--- src/design/acfb_pkg.sv ---
// acfb_pkg: shared types, frame layout constants and helper functions
// for the air-conditioner ir frame builder
// no dependencies
package acfb_pkg;

  localparam int FRAME_LEN = 21;
  localparam int SEC_LEN   = 7;
  localparam int SEC_COUNT = 3;

  typedef logic [7:0]                  byte_t;
  typedef logic [FRAME_LEN-1:0][7:0]   frame_t;
  typedef logic [4:0]                  idx_t;
  typedef logic [1:0]                  sec_t;
  typedef logic [2:0]                  pos_t;
  typedef logic [3:0]                  cnt8_t;
  typedef logic [5:0]                  cnt_t;

  localparam idx_t LAST_IDX = idx_t'(FRAME_LEN - 1);
  localparam pos_t LAST_POS = pos_t'(SEC_LEN - 1);
  localparam sec_t LAST_SEC = sec_t'(SEC_COUNT - 1);

  // command byte positions inside the frame
  localparam int POS_QUIET    = 5;
  localparam int POS_PWR_A    = 6;
  localparam int POS_SWING    = 16;
  localparam int POS_TEMP     = 18;
  localparam int POS_MODE_FAN = 19;
  localparam int POS_PWR_B    = 20;

  localparam byte_t PWR_ON_BYTE  = 8'hF0;
  localparam byte_t PWR_OFF_BYTE = 8'hC0;
  localparam byte_t CHK_BASE     = 8'hFF;

  // one accepted command
  typedef struct packed {
    byte_t temp_code;
    byte_t mode_code;
    byte_t fan_code;
    byte_t quiet_code;
    byte_t swing_code;
    logic  power_on;
  } cmd_t;

  // fixed frame template, before command fields and checksums
  function automatic byte_t tmpl_byte(input idx_t idx);
    byte_t b;
    case (idx)
      5'd0:    b = 8'h02;
      5'd1:    b = 8'h02;
      5'd2:    b = 8'h0F;
      5'd6:    b = 8'hF0;
      5'd7:    b = 8'h01;
      5'd8:    b = 8'hD2;
      5'd9:    b = 8'h0F;
      5'd14:   b = 8'h01;
      5'd15:   b = 8'h02;
      5'd17:   b = 8'h71;
      5'd20:   b = 8'hF0;
      default: b = 8'h00;
    endcase
    return b;
  endfunction

  // count of one bits in a byte
  function automatic cnt8_t ones8(input byte_t v);
    cnt8_t n;
    n = '0;
    for (int i = 0; i < 8; i++) begin
      n = n + cnt8_t'(v[i]);
    end
    return n;
  endfunction

endpackage

--- src/design/ac_ir_frame_builder.sv ---
// ac_ir_frame_builder: air-conditioner ir frame builder, 21 bytes per command
// a command passes the input register, the serializer frame register and the
// registered byte ports, then its 21 bytes strobe on consecutive cycles from
// the one-byte-per-cycle frame serializer; a second command may wait in the
// input register, so frames follow with no gap; the receiver cannot stall.
// reset (rst_n low, synchronous) drops any held command and frame in progress
module ac_ir_frame_builder (
  input  logic       clk,
  input  logic       rst_n,
  input  logic       start,
  output logic       busy,
  input  logic [7:0] in_temp_code,
  input  logic [7:0] in_mode_code,
  input  logic [7:0] in_fan_code,
  input  logic [7:0] in_quiet_code,
  input  logic [7:0] in_swing_code,
  input  logic       in_power_on,
  output logic       out_strobe,
  output logic [7:0] out_frame_byte,
  output logic [1:0] out_section_index,
  output logic       out_section_first,
  output logic       out_frame_last
);

  acfb_pkg::cmd_t   cmd_r, cmd_nxt;
  logic             pend_r, pend_nxt;
  logic             accept;
  logic             load;
  logic             load_ok;
  acfb_pkg::frame_t frame;

  // input register: one command held until the serializer takes it
  assign load   = pend_r && load_ok;
  assign busy   = pend_r && !load_ok;
  assign accept = start && !busy;

  always_comb begin
    pend_nxt = accept || (pend_r && !load);
    cmd_nxt  = cmd_r;
    if (accept) begin
      cmd_nxt.temp_code  = in_temp_code;
      cmd_nxt.mode_code  = in_mode_code;
      cmd_nxt.fan_code   = in_fan_code;
      cmd_nxt.quiet_code = in_quiet_code;
      cmd_nxt.swing_code = in_swing_code;
      cmd_nxt.power_on   = in_power_on;
    end
  end

  always_ff @(posedge clk) begin
    if (!rst_n) begin
      pend_r <= 1'b0;
    end else begin
      pend_r <= pend_nxt;
    end
  end

  always_ff @(posedge clk) begin
    cmd_r <= cmd_nxt;
  end

  // frame assembly and checksums
  acfb_frame_calc u_calc (
    .cmd   (cmd_r),
    .frame (frame)
  );

  // byte output
  acfb_serializer u_ser (
    .clk               (clk),
    .rst_n             (rst_n),
    .load              (load),
    .frame_in          (frame),
    .load_ok           (load_ok),
    .out_strobe        (out_strobe),
    .out_frame_byte    (out_frame_byte),
    .out_section_index (out_section_index),
    .out_section_first (out_section_first),
    .out_frame_last    (out_frame_last)
  );

  // last byte belongs to the final section
  a_last_sec: assert property (@(posedge clk) disable iff (!rst_n)
    out_strobe && out_frame_last |-> out_section_index == acfb_pkg::LAST_SEC)
    else $error("frame end outside last section");

  // no gap inside a frame
  a_no_gap: assert property (@(posedge clk) disable iff (!rst_n)
    out_strobe && !out_frame_last |=> out_strobe && !out_section_first
      || out_strobe && out_section_first && out_section_index != '0)
    else $error("gap or restart inside a frame");

  // an accepted command is held for the serializer
  a_held: assert property (@(posedge clk) disable iff (!rst_n)
    accept |=> pend_r)
    else $error("accepted command lost");

  // busy only when a command is waiting
  a_busy: assert property (@(posedge clk) disable iff (!rst_n)
    busy |-> pend_r && !load)
    else $error("busy without a waiting command");

endmodule

--- src/design/acfb_frame_calc.sv ---
// acfb_frame_calc: builds the 21-byte frame with per-section checksums
// from one registered command, purely combinational
// depends on acfb_pkg
module acfb_frame_calc (
  input  acfb_pkg::cmd_t   cmd,
  output acfb_pkg::frame_t frame
);

  always_comb begin
    acfb_pkg::frame_t f;
    acfb_pkg::cnt_t   cnt;
    acfb_pkg::byte_t  chk;
    acfb_pkg::byte_t  pwr;

    // template
    for (int k = 0; k < acfb_pkg::FRAME_LEN; k++) begin
      f[k] = acfb_pkg::tmpl_byte(acfb_pkg::idx_t'(k));
    end

    // command fields
    pwr = cmd.power_on ? acfb_pkg::PWR_ON_BYTE : acfb_pkg::PWR_OFF_BYTE;
    f[acfb_pkg::POS_PWR_A]    = pwr;
    f[acfb_pkg::POS_PWR_B]    = pwr;
    f[acfb_pkg::POS_QUIET]    = cmd.quiet_code;
    f[acfb_pkg::POS_SWING]    = cmd.swing_code;
    f[acfb_pkg::POS_TEMP]     = cmd.temp_code;
    f[acfb_pkg::POS_MODE_FAN] = cmd.mode_code | cmd.fan_code;

    // per-section checksum: 255 minus the one-bit count, split in nibbles
    for (int s = 0; s < acfb_pkg::SEC_COUNT; s++) begin
      cnt = acfb_pkg::cnt_t'(acfb_pkg::ones8(f[s*acfb_pkg::SEC_LEN]))
          + acfb_pkg::cnt_t'(acfb_pkg::ones8({4'h0, f[s*acfb_pkg::SEC_LEN+1][3:0]}))
          + acfb_pkg::cnt_t'(acfb_pkg::ones8({f[s*acfb_pkg::SEC_LEN+2][7:4], 4'h0}))
          + acfb_pkg::cnt_t'(acfb_pkg::ones8(f[s*acfb_pkg::SEC_LEN+3]))
          + acfb_pkg::cnt_t'(acfb_pkg::ones8(f[s*acfb_pkg::SEC_LEN+4]))
          + acfb_pkg::cnt_t'(acfb_pkg::ones8(f[s*acfb_pkg::SEC_LEN+5]))
          + acfb_pkg::cnt_t'(acfb_pkg::ones8(f[s*acfb_pkg::SEC_LEN+6]));
      chk = acfb_pkg::CHK_BASE - {2'b00, cnt};
      f[s*acfb_pkg::SEC_LEN+1][7:4] = f[s*acfb_pkg::SEC_LEN+1][7:4] | chk[3:0];
      f[s*acfb_pkg::SEC_LEN+2][3:0] = f[s*acfb_pkg::SEC_LEN+2][3:0] | chk[7:4];
    end

    frame = f;
  end

endmodule

--- src/design/acfb_serializer.sv ---
// acfb_serializer: holds one finished frame and sends it out one byte
// per cycle through registered result ports, with section markers
// depends on acfb_pkg
module acfb_serializer (
  input  logic             clk,
  input  logic             rst_n,
  input  logic             load,
  input  acfb_pkg::frame_t frame_in,
  output logic             load_ok,
  output logic             out_strobe,
  output logic [7:0]       out_frame_byte,
  output logic [1:0]       out_section_index,
  output logic             out_section_first,
  output logic             out_frame_last
);

  acfb_pkg::frame_t frame_r, frame_nxt;
  logic             active_r, active_nxt;
  acfb_pkg::idx_t   idx_r, idx_nxt;
  acfb_pkg::sec_t   sec_r, sec_nxt;
  acfb_pkg::pos_t   pos_r, pos_nxt;
  logic             strobe_r, strobe_nxt;
  acfb_pkg::byte_t  byte_r, byte_nxt;
  acfb_pkg::sec_t   osec_r, osec_nxt;
  logic             ofirst_r, ofirst_nxt;
  logic             olast_r, olast_nxt;
  logic             last_byte;

  assign last_byte = (idx_r == acfb_pkg::LAST_IDX);
  // a new frame may enter while the last byte of the current one goes out
  assign load_ok   = !active_r || last_byte;

  // send one byte per cycle, load a new frame when idle or at the end of a frame
  always_comb begin
    frame_nxt  = frame_r;
    active_nxt = active_r;
    idx_nxt    = idx_r;
    sec_nxt    = sec_r;
    pos_nxt    = pos_r;
    strobe_nxt = 1'b0;
    byte_nxt   = byte_r;
    osec_nxt   = osec_r;
    ofirst_nxt = ofirst_r;
    olast_nxt  = olast_r;

    if (active_r) begin
      strobe_nxt = 1'b1;
      byte_nxt   = frame_r[idx_r];
      osec_nxt   = sec_r;
      ofirst_nxt = (pos_r == '0);
      olast_nxt  = last_byte;
      idx_nxt    = idx_r + 5'd1;
      if (pos_r == acfb_pkg::LAST_POS) begin
        pos_nxt = '0;
        sec_nxt = sec_r + 2'd1;
      end else begin
        pos_nxt = pos_r + 3'd1;
      end
      if (last_byte) begin
        active_nxt = 1'b0;
      end
    end

    if (load) begin
      frame_nxt  = frame_in;
      active_nxt = 1'b1;
      idx_nxt    = '0;
      sec_nxt    = '0;
      pos_nxt    = '0;
    end
  end

  // control registers
  always_ff @(posedge clk) begin
    if (!rst_n) begin
      active_r <= 1'b0;
      idx_r    <= '0;
      sec_r    <= '0;
      pos_r    <= '0;
      strobe_r <= 1'b0;
    end else begin
      active_r <= active_nxt;
      idx_r    <= idx_nxt;
      sec_r    <= sec_nxt;
      pos_r    <= pos_nxt;
      strobe_r <= strobe_nxt;
    end
  end

  // payload registers
  always_ff @(posedge clk) begin
    frame_r  <= frame_nxt;
    byte_r   <= byte_nxt;
    osec_r   <= osec_nxt;
    ofirst_r <= ofirst_nxt;
    olast_r  <= olast_nxt;
  end

  assign out_strobe        = strobe_r;
  assign out_frame_byte    = byte_r;
  assign out_section_index = osec_r;
  assign out_section_first = ofirst_r;
  assign out_frame_last    = olast_r;

  // a byte is sent in every cycle of an active frame
  a_active_sends: assert property (@(posedge clk) disable iff (!rst_n)
    active_r |=> strobe_r)
    else $error("active frame produced no byte");

  // counters stay in step
  a_counters: assert property (@(posedge clk) disable iff (!rst_n)
    active_r && last_byte |-> (sec_r == acfb_pkg::LAST_SEC) && (pos_r == acfb_pkg::LAST_POS))
    else $error("section counters out of step with byte index");

endmodule
--- config.mk ---
export PLATFORM = sky130hd
export DESIGN_NAME = ac_ir_frame_builder
export DESIGN_NICKNAME = d
export VERILOG_FILES = /design/src/design/acfb_pkg.sv /design/src/design/ac_ir_frame_builder.sv /design/src/design/acfb_frame_calc.sv /design/src/design/acfb_serializer.sv
export SDC_FILE = /design/constraint.sdc
export NUM_CORES = 1
export LEC_CHECK = 0
export BUFFER_PORTS_ARGS = -buffer_cell sky130_fd_sc_hd__buf_2
export CAP_MARGIN = 15
export CORE_ASPECT_RATIO = 1.1
export CORE_MARGIN = 1.5
export CORE_UTILIZATION = 58
export DETAILED_ROUTE_END_ITERATION = 12
export GPL_ROUTABILITY_DRIVEN = 0
export GPL_TIMING_DRIVEN = 0
export PLACE_DENSITY_LB_ADDON = 0.12
export SYNTH_ARGS = -nofsm -noshare
export SYNTH_HDL_FRONTEND = slang
export SYNTH_SLANG_ARGS = --single-unit
--- constraint.sdc ---
create_clock -name clk -period 6.5 [get_ports clk]
set_input_delay 0.325 -clock clk [delete_from_list [all_inputs] [get_ports clk]]
set_output_delay 0.325 -clock clk [all_outputs]
set_load 0.05 [all_outputs]
Word level (Yosys, flattened, before mapping):

Index checks and enable logic that the tools add are counted.

* bits in registers: 114
* input port bits: 44
* output and inout port bits: 14
* word-level logic and storage cells: 93

* add/subtract/negate cells: 43
* order comparisons: 1
* equal/unequal tests: 2
* mux-type cells: 8
* bitwise logic cells: 3
* reduce and logical (&&, ||, !) cells: 13

Operators with widths (number)
* 4-bit by 1-bit adder with 4-bit output: 16
* 8-bit binary-select mux with 5-bit select: 1
* 6-bit by 4-bit adder with 6-bit output: 3
* 3-bit by 1-bit adder with 4-bit output: 4
* 2-bit by 1-bit adder with 3-bit output: 4
* 1-bit by 1-bit adder with 2-bit output: 5
* 4-bit by 1-bit adder with 4-bit output, second input constant: 2
* 8-bit 2-to-1 mux: 1
* 8-bit bitwise OR: 1
* 1-bit by 7-bit subtractor with 8-bit output, first input constant: 1
* 5-bit by 3-bit adder with 6-bit output, second input constant: 1
* 5-bit by 6-bit less-than comparator with 1-bit output, second input constant: 1
* 6-bit 2-to-1 mux: 1
* 2-bit by 4-bit adder with 5-bit output, first input constant: 1
* 5-bit by 1-bit adder with 5-bit output, second input constant: 1
* 5-bit == test, second input constant: 1
* 2-bit by 4-bit adder with 4-bit output, first input constant: 1
* 4-bit adder: 1
* 1-bit logical AND: 4
* 1-bit zero test: 4
* 1-bit 2-to-1 mux: 4
* 4-bit bitwise OR: 1
* 1-bit by 4-bit subtractor with 4-bit output, first input constant: 1
* 3-bit by 1-bit adder with 3-bit output, second input constant: 1
* 8 further kinds: 9

Longest topological paths before layout:

* depth after elaboration: 12
* mapped depth: 17

By module:

A second synthesis with hierarchy kept.

* cells, all modules: 690
* area, all modules: 10794.1 sq um

By module, submodules not included
* acfb_serializer: instances 1, cells an instance 372, area an instance 7323.3 sq um, sequential area each 5645.4 sq um
* acfb_frame_calc: instances 1, cells an instance 272, area an instance 2185.8 sq um, sequential area each 0.0 sq um
* ac_ir_frame_builder: instances 1, cells an instance 46, area an instance 1285.0 sq um, sequential area each 1251.2 sq um

Worst setup path after synthesis:

Ideal clock, no wire load.

* kind: flip-flop to flip-flop
* from: register cmd_r[17] (netlist name)
* to: register u_ser.frame_r[128] (netlist name) (data pin)
* data arrival time: 4.426 ns
* data required time: 6.235 ns
* setup slack: 1.809 ns
* cell stages (with the launch flop): 16
* path buffers: 0
* clock period less this slack: 4.691 ns
* cells stage by stage: edfxtp_1 or2_2 inv_1 fa_1 inv_1 fa_1 inv_1 fa_1 fa_1 fa_1 fa_1 fa_1 nand2b_1 a21oi_1 nor3_1 or3_1

RTL lines
* start, declared: line ac_ir_frame_builder.sv:25 `acfb_pkg::cmd_t cmd_r, cmd_nxt;`
* start signal, assigned: line ac_ir_frame_builder.sv:59 `cmd_r <= cmd_nxt;`
* end signal, assigned: line acfb_serializer.sv:92 `frame_r <= frame_nxt;`
* end, declared: line acfb_serializer.sv:17 `acfb_pkg::frame_t frame_r, frame_nxt;`

==> impl_table.tex <==
\begin{tabular}{lr}
\hline
Metric & Value \\
\hline
\multicolumn{2}{l}{\textbf{Run status}} \\
Outcome & completed \\
\multicolumn{2}{l}{\textbf{CTS}} \\
Number of clock sinks seen by CTS & 103 \\
Htree depth & 3 \\
TritonCTS clock tree & done \\
Clock transition at the registers of the reported paths & 0.10 ns \\
Number of hold-repair buffers added at the cts stage & 0 \\
Maximum root-to-sink buffer count & 2 \\
Clock network latency to the later pin of the worst-skew pair & $\sim$0.36 ns \\
CTS resizes & 0 \\
CTS Root Cell & clkbuf\_8 \\
Number of CTS-inserted buffers & 9 \\
Setup fix buffers added after clock tree synthesis & 0 \\
\multicolumn{2}{l}{\textbf{Die}} \\
Die width & between 80 and 90 um \\
Floorplan die area & about 8700 um\^{}2 \\
Die height & between 90 and 100 um \\
I/O pin cnt & 58 \\
Starting utilization of the core area & 0.598 \\
Core outline area & between 7000 and 8000 um\^{}2 \\
Number of standard-cell rows in the floorplan & 34 \\
\multicolumn{2}{l}{\textbf{Power and ir drop}} \\
Leakage power figure & 2.15 nW \\
Worst-case vdd ir drop & $\sim$0.21 mV \\
Pwr/cell area & about 290 nW/um\^{}2 \\
\multicolumn{2}{l}{\textbf{Synth}} \\
Mapped Nets & around 420 \\
Number of instances in the synthesized netlist & 332 \\
Compound-Gate Fraction of Synth Area & 0.0614 \\
Cell area after synthesis & about 4700 um\^{}2 \\
Largest family of logic cells by synthesized area & adder cells \\
Number of synthesized flops with an enable pin & 90 \\
Most instantiated flip-flop cell in the synthesis netlist & edfxtp\_1 \\
Simple-gate area share of the yosys netlist & 0.0665 \\
Synthesis Warnings & 0 \\
Proportion of synthesized chip area in sequential cells & 0.630 \\
Xor and xnor area share after synthesis & 0.0168 \\
Number of distinct library cells after synthesis & 45 \\
Adder and majority gate portion of the synthesized area & 0.138 \\
Seq cells post-synth & between 100 and 150 \\
Fraction of registers with async set or reset after synthesis & 0 \\
Post-synthesis mux area share & 0.0359 \\
Synth Area per Inst & around 14 um\^{}2 \\
\multicolumn{2}{l}{\textbf{Timing}} \\
RSZ-0062 raised after global routing & no \\
Worst slew margin relative to its limit & 0.489 \\
Final number of max-transition violations & 0 \\
Fmax & 201 MHz \\
Worst clock skew & approximately 0.010 ns \\
Final total negative setup slack & 0 ns \\
Hold violation count in the final report & 0 \\
Time the final worst path needs with I/O delays and setup & between 4 and 5 ns \\
Final setup violation count & 0 \\
Actual slew at the worst max-slew pin & 0.765 ns \\
Final worst path period share & 0.767 \\
\multicolumn{2}{l}{\textbf{Cells and area}} \\
Layout cells sized above 1 & 0.232 \\
Fin area & 5350 um\^{}2 \\
Synthesis-to-finish area growth & 13.8\% \\
Number of nets in the layout & roughly 480 \\
Filler instances & 569 \\
Number of antenna diodes & 0 \\
\multicolumn{2}{l}{\textbf{Critical path}} \\
Startpoint of the lowest-slack register-to-register path & cmd\_r[17] \\
Critical path launch point & cmd\_r[17] \\
Sort of element at the end of the critical path & flop \\
Setup crit start kind & flop \\
Required time worst endpoint & between 6 and 7 ns \\
Data arrival time of the critical path & between 5 and 6 ns \\
Maximum net fanout on the critical path & 2 \\
Type of the setup path with the least slack & flop to flop \\
\multicolumn{2}{l}{\textbf{Global routing}} \\
Antenna violations before repair & 0 \\
Largest net degree at the start of global routing & 36 \\
Global-route congestion overflow total & 0 \\
First-pass GRT wire length & around 12000 um \\
Vias in the first global route & between 2k and 3k \\
Total Routing Usage GR & 0.189 \\
\multicolumn{2}{l}{\textbf{Detailed routing}} \\
Initial DRC count & 140 \\
Drt via density & 5.13 \\
Antenna-violating nets left & 0 \\
First-pass iteration count of the detailed router & 4 \\
Drt total wl & between 7000 and 8000 um \\
Number of remaining DRC errors & 0 \\
Routed len/inst & 14.3 um \\
Detailed-route via count & roughly 2.6k \\
\multicolumn{2}{l}{\textbf{Min path}} \\
Hold\_sp & in\_mode\_code[3] \\
Hold WC Path Type & input port to flop \\
\multicolumn{2}{l}{\textbf{Run}} \\
Number of maximum-capacitance constraint violations & 0 \\
\multicolumn{2}{l}{\textbf{Placed design}} \\
Port Buf Inserts & 55 \\
HPWL after detailed placement & around 5500 um \\
Instance area at placement & just over 5000 um\^{}2 \\
\hline
\end{tabular}
-- layer usage --
layer  GRT usage  vias to the layer above  wire length (um)
met1       0.241                     1229              3150
met3      0.0374                       20               311
met4      0.0986                        0               247
met2       0.302                       80              3630
li1            -                     1303                 -
met5           0                        -                 0
-- path summary, 6_finish.rpt --
| check | end | slack, ns | cells after the start |
|---|---|---|---|
| setup reg to reg | u_ser.frame_r[128] | 1.51 | 15 |
| hold reg to reg | u_ser.out_section_index[0] | 0.44 | 0 |
| setup / recovery | u_ser.frame_r[128] | 1.51 | 15 |
| hold / removal | cmd_r[28] | 0.13 | 1 |
-- logic make-up after synthesis --
kind of cell | after synthesis
xor+xnor | 9
flops | 103
compound gates | 45
fa+ha+maj | 40
mux | 15
simple gates | 60
buf+inv | 60
-- synthesized netlist by cell type (2+ instances only) --
| cell | n | area share |
|---|---|---|
| a21oi_1 | 8 | 0.0085 |
| a31oi_1 | 7 | 0.0093 |
| a41oi_1 | 2 | 0.0037 |
| and3_1 | 2 | 0.0027 |
| buf_2 | 7 | 0.0074 |
| buf_4 | 2 | 0.0032 |
| dfxtp_1 | 13 | 0.055 |
| edfxtp_1 | 90 | 0.57 |
| fa_1 | 20 | 0.085 |
| ha_1 | 20 | 0.053 |
| inv_1 | 49 | 0.039 |
| mux2_2 | 4 | 0.0096 |
| mux2i_1 | 9 | 0.019 |
| nand2_1 | 11 | 0.0088 |
| nand2b_1 | 4 | 0.0053 |
| nand4_1 | 2 | 0.0027 |
| nand4b_1 | 2 | 0.0037 |
| nor2_1 | 21 | 0.017 |
| nor2b_1 | 4 | 0.0053 |
| nor3_1 | 2 | 0.0021 |
| o21a_1 | 4 | 0.0064 |
| o21ai_0 | 6 | 0.0064 |
| o22ai_1 | 9 | 0.012 |
| o311ai_1 | 2 | 0.0037 |
| or2_2 | 5 | 0.0066 |
| xnor2_1 | 4 | 0.0074 |
| xor2_1 | 5 | 0.0093 |
-- state kept, by name, summed over array words and instances, names as in the netlist --
register	cells
cmd_r	39
pend_r	1
u_ser.active_r	1
u_ser.frame_r	39
u_ser.idx_r	5
u_ser.out_frame_byte	8
u_ser.out_frame_last	1
u_ser.out_section_first	1
u_ser.out_section_index	2
u_ser.out_strobe	1
u_ser.pos_r	3
u_ser.sec_r	2
-- power by group --
part	internal [mW]	switching (mW)
combinational	0.167	0.209
sequential	0.799	0.0216
clock	0.143	0.216
-- worst max-delay path, stage by stage, from the launching register on --
cell,delay (ns)
edfxtp_1,0.36
or2_2,0.31
inv_1,0.08
fa_1,0.41
inv_1,0.10
fa_1,0.41
inv_1,0.07
fa_1,0.46
fa_1,0.55
fa_1,0.43
fa_1,0.42
fa_1,0.42
nand2b_1,0.16
a21oi_1,0.20
nor3_1,0.06
or3_1,0.31
-- area by class of cell --
cell class | count | area, um^2 | area share
clock buffers | 9 | 124 | 0.0231
clock inverters | 7 | 56.3 | 0.0105
plain buffers | 11 | 57.6 | 0.0108
well taps | 108 | 135 | 0.0252
inverters | 49 | 184 | 0.0344
flip-flops and latches | 103 | 2960 | 0.553
repair buffers | 57 | 315 | 0.0589
multi-input cells | 169 | 1520 | 0.284
-- layout by cell type (no fill, tap or decap), drive strengths merged, types with 5 or more instances in the layout --
| cell | count |
|---|---|
| mux2 | 5 |
| buf | 67 |
| nor2 | 21 |
| edfxtp | 90 |
| or2 | 5 |
| a21oi | 8 |
| dfxtp | 13 |
| ha | 20 |
| a31oi | 7 |
| clkbuf | 10 |
| o21ai | 7 |
| clkinv | 5 |
| xor2 | 5 |
| mux2i | 9 |
| nand2 | 11 |
| fa | 20 |
| inv | 51 |
| o22ai | 9 |
-- through the flow --
stage | setup WS (ns) | hold WS [ns] | util | cells | power [mW]
final | 1.51 | 0.131 | 0.680 | 513 | 1.56
after global routing | 1.25 | 0.113 | 0.680 | 513 | 1.66
after CTS | 1.48 | 0.118 | 0.680 | 513 | 1.58
after detailed placement | 1.51 | 0.415 | 0.657 | 497 | 1.22
after global placement | 1.60 | 0.412 | 0.650 | 495 | 1.19
after floorplan | 1.81 | 0.408 | - | 332 | 1.11
Note: power is estimated with default switching activity, not from simulation.
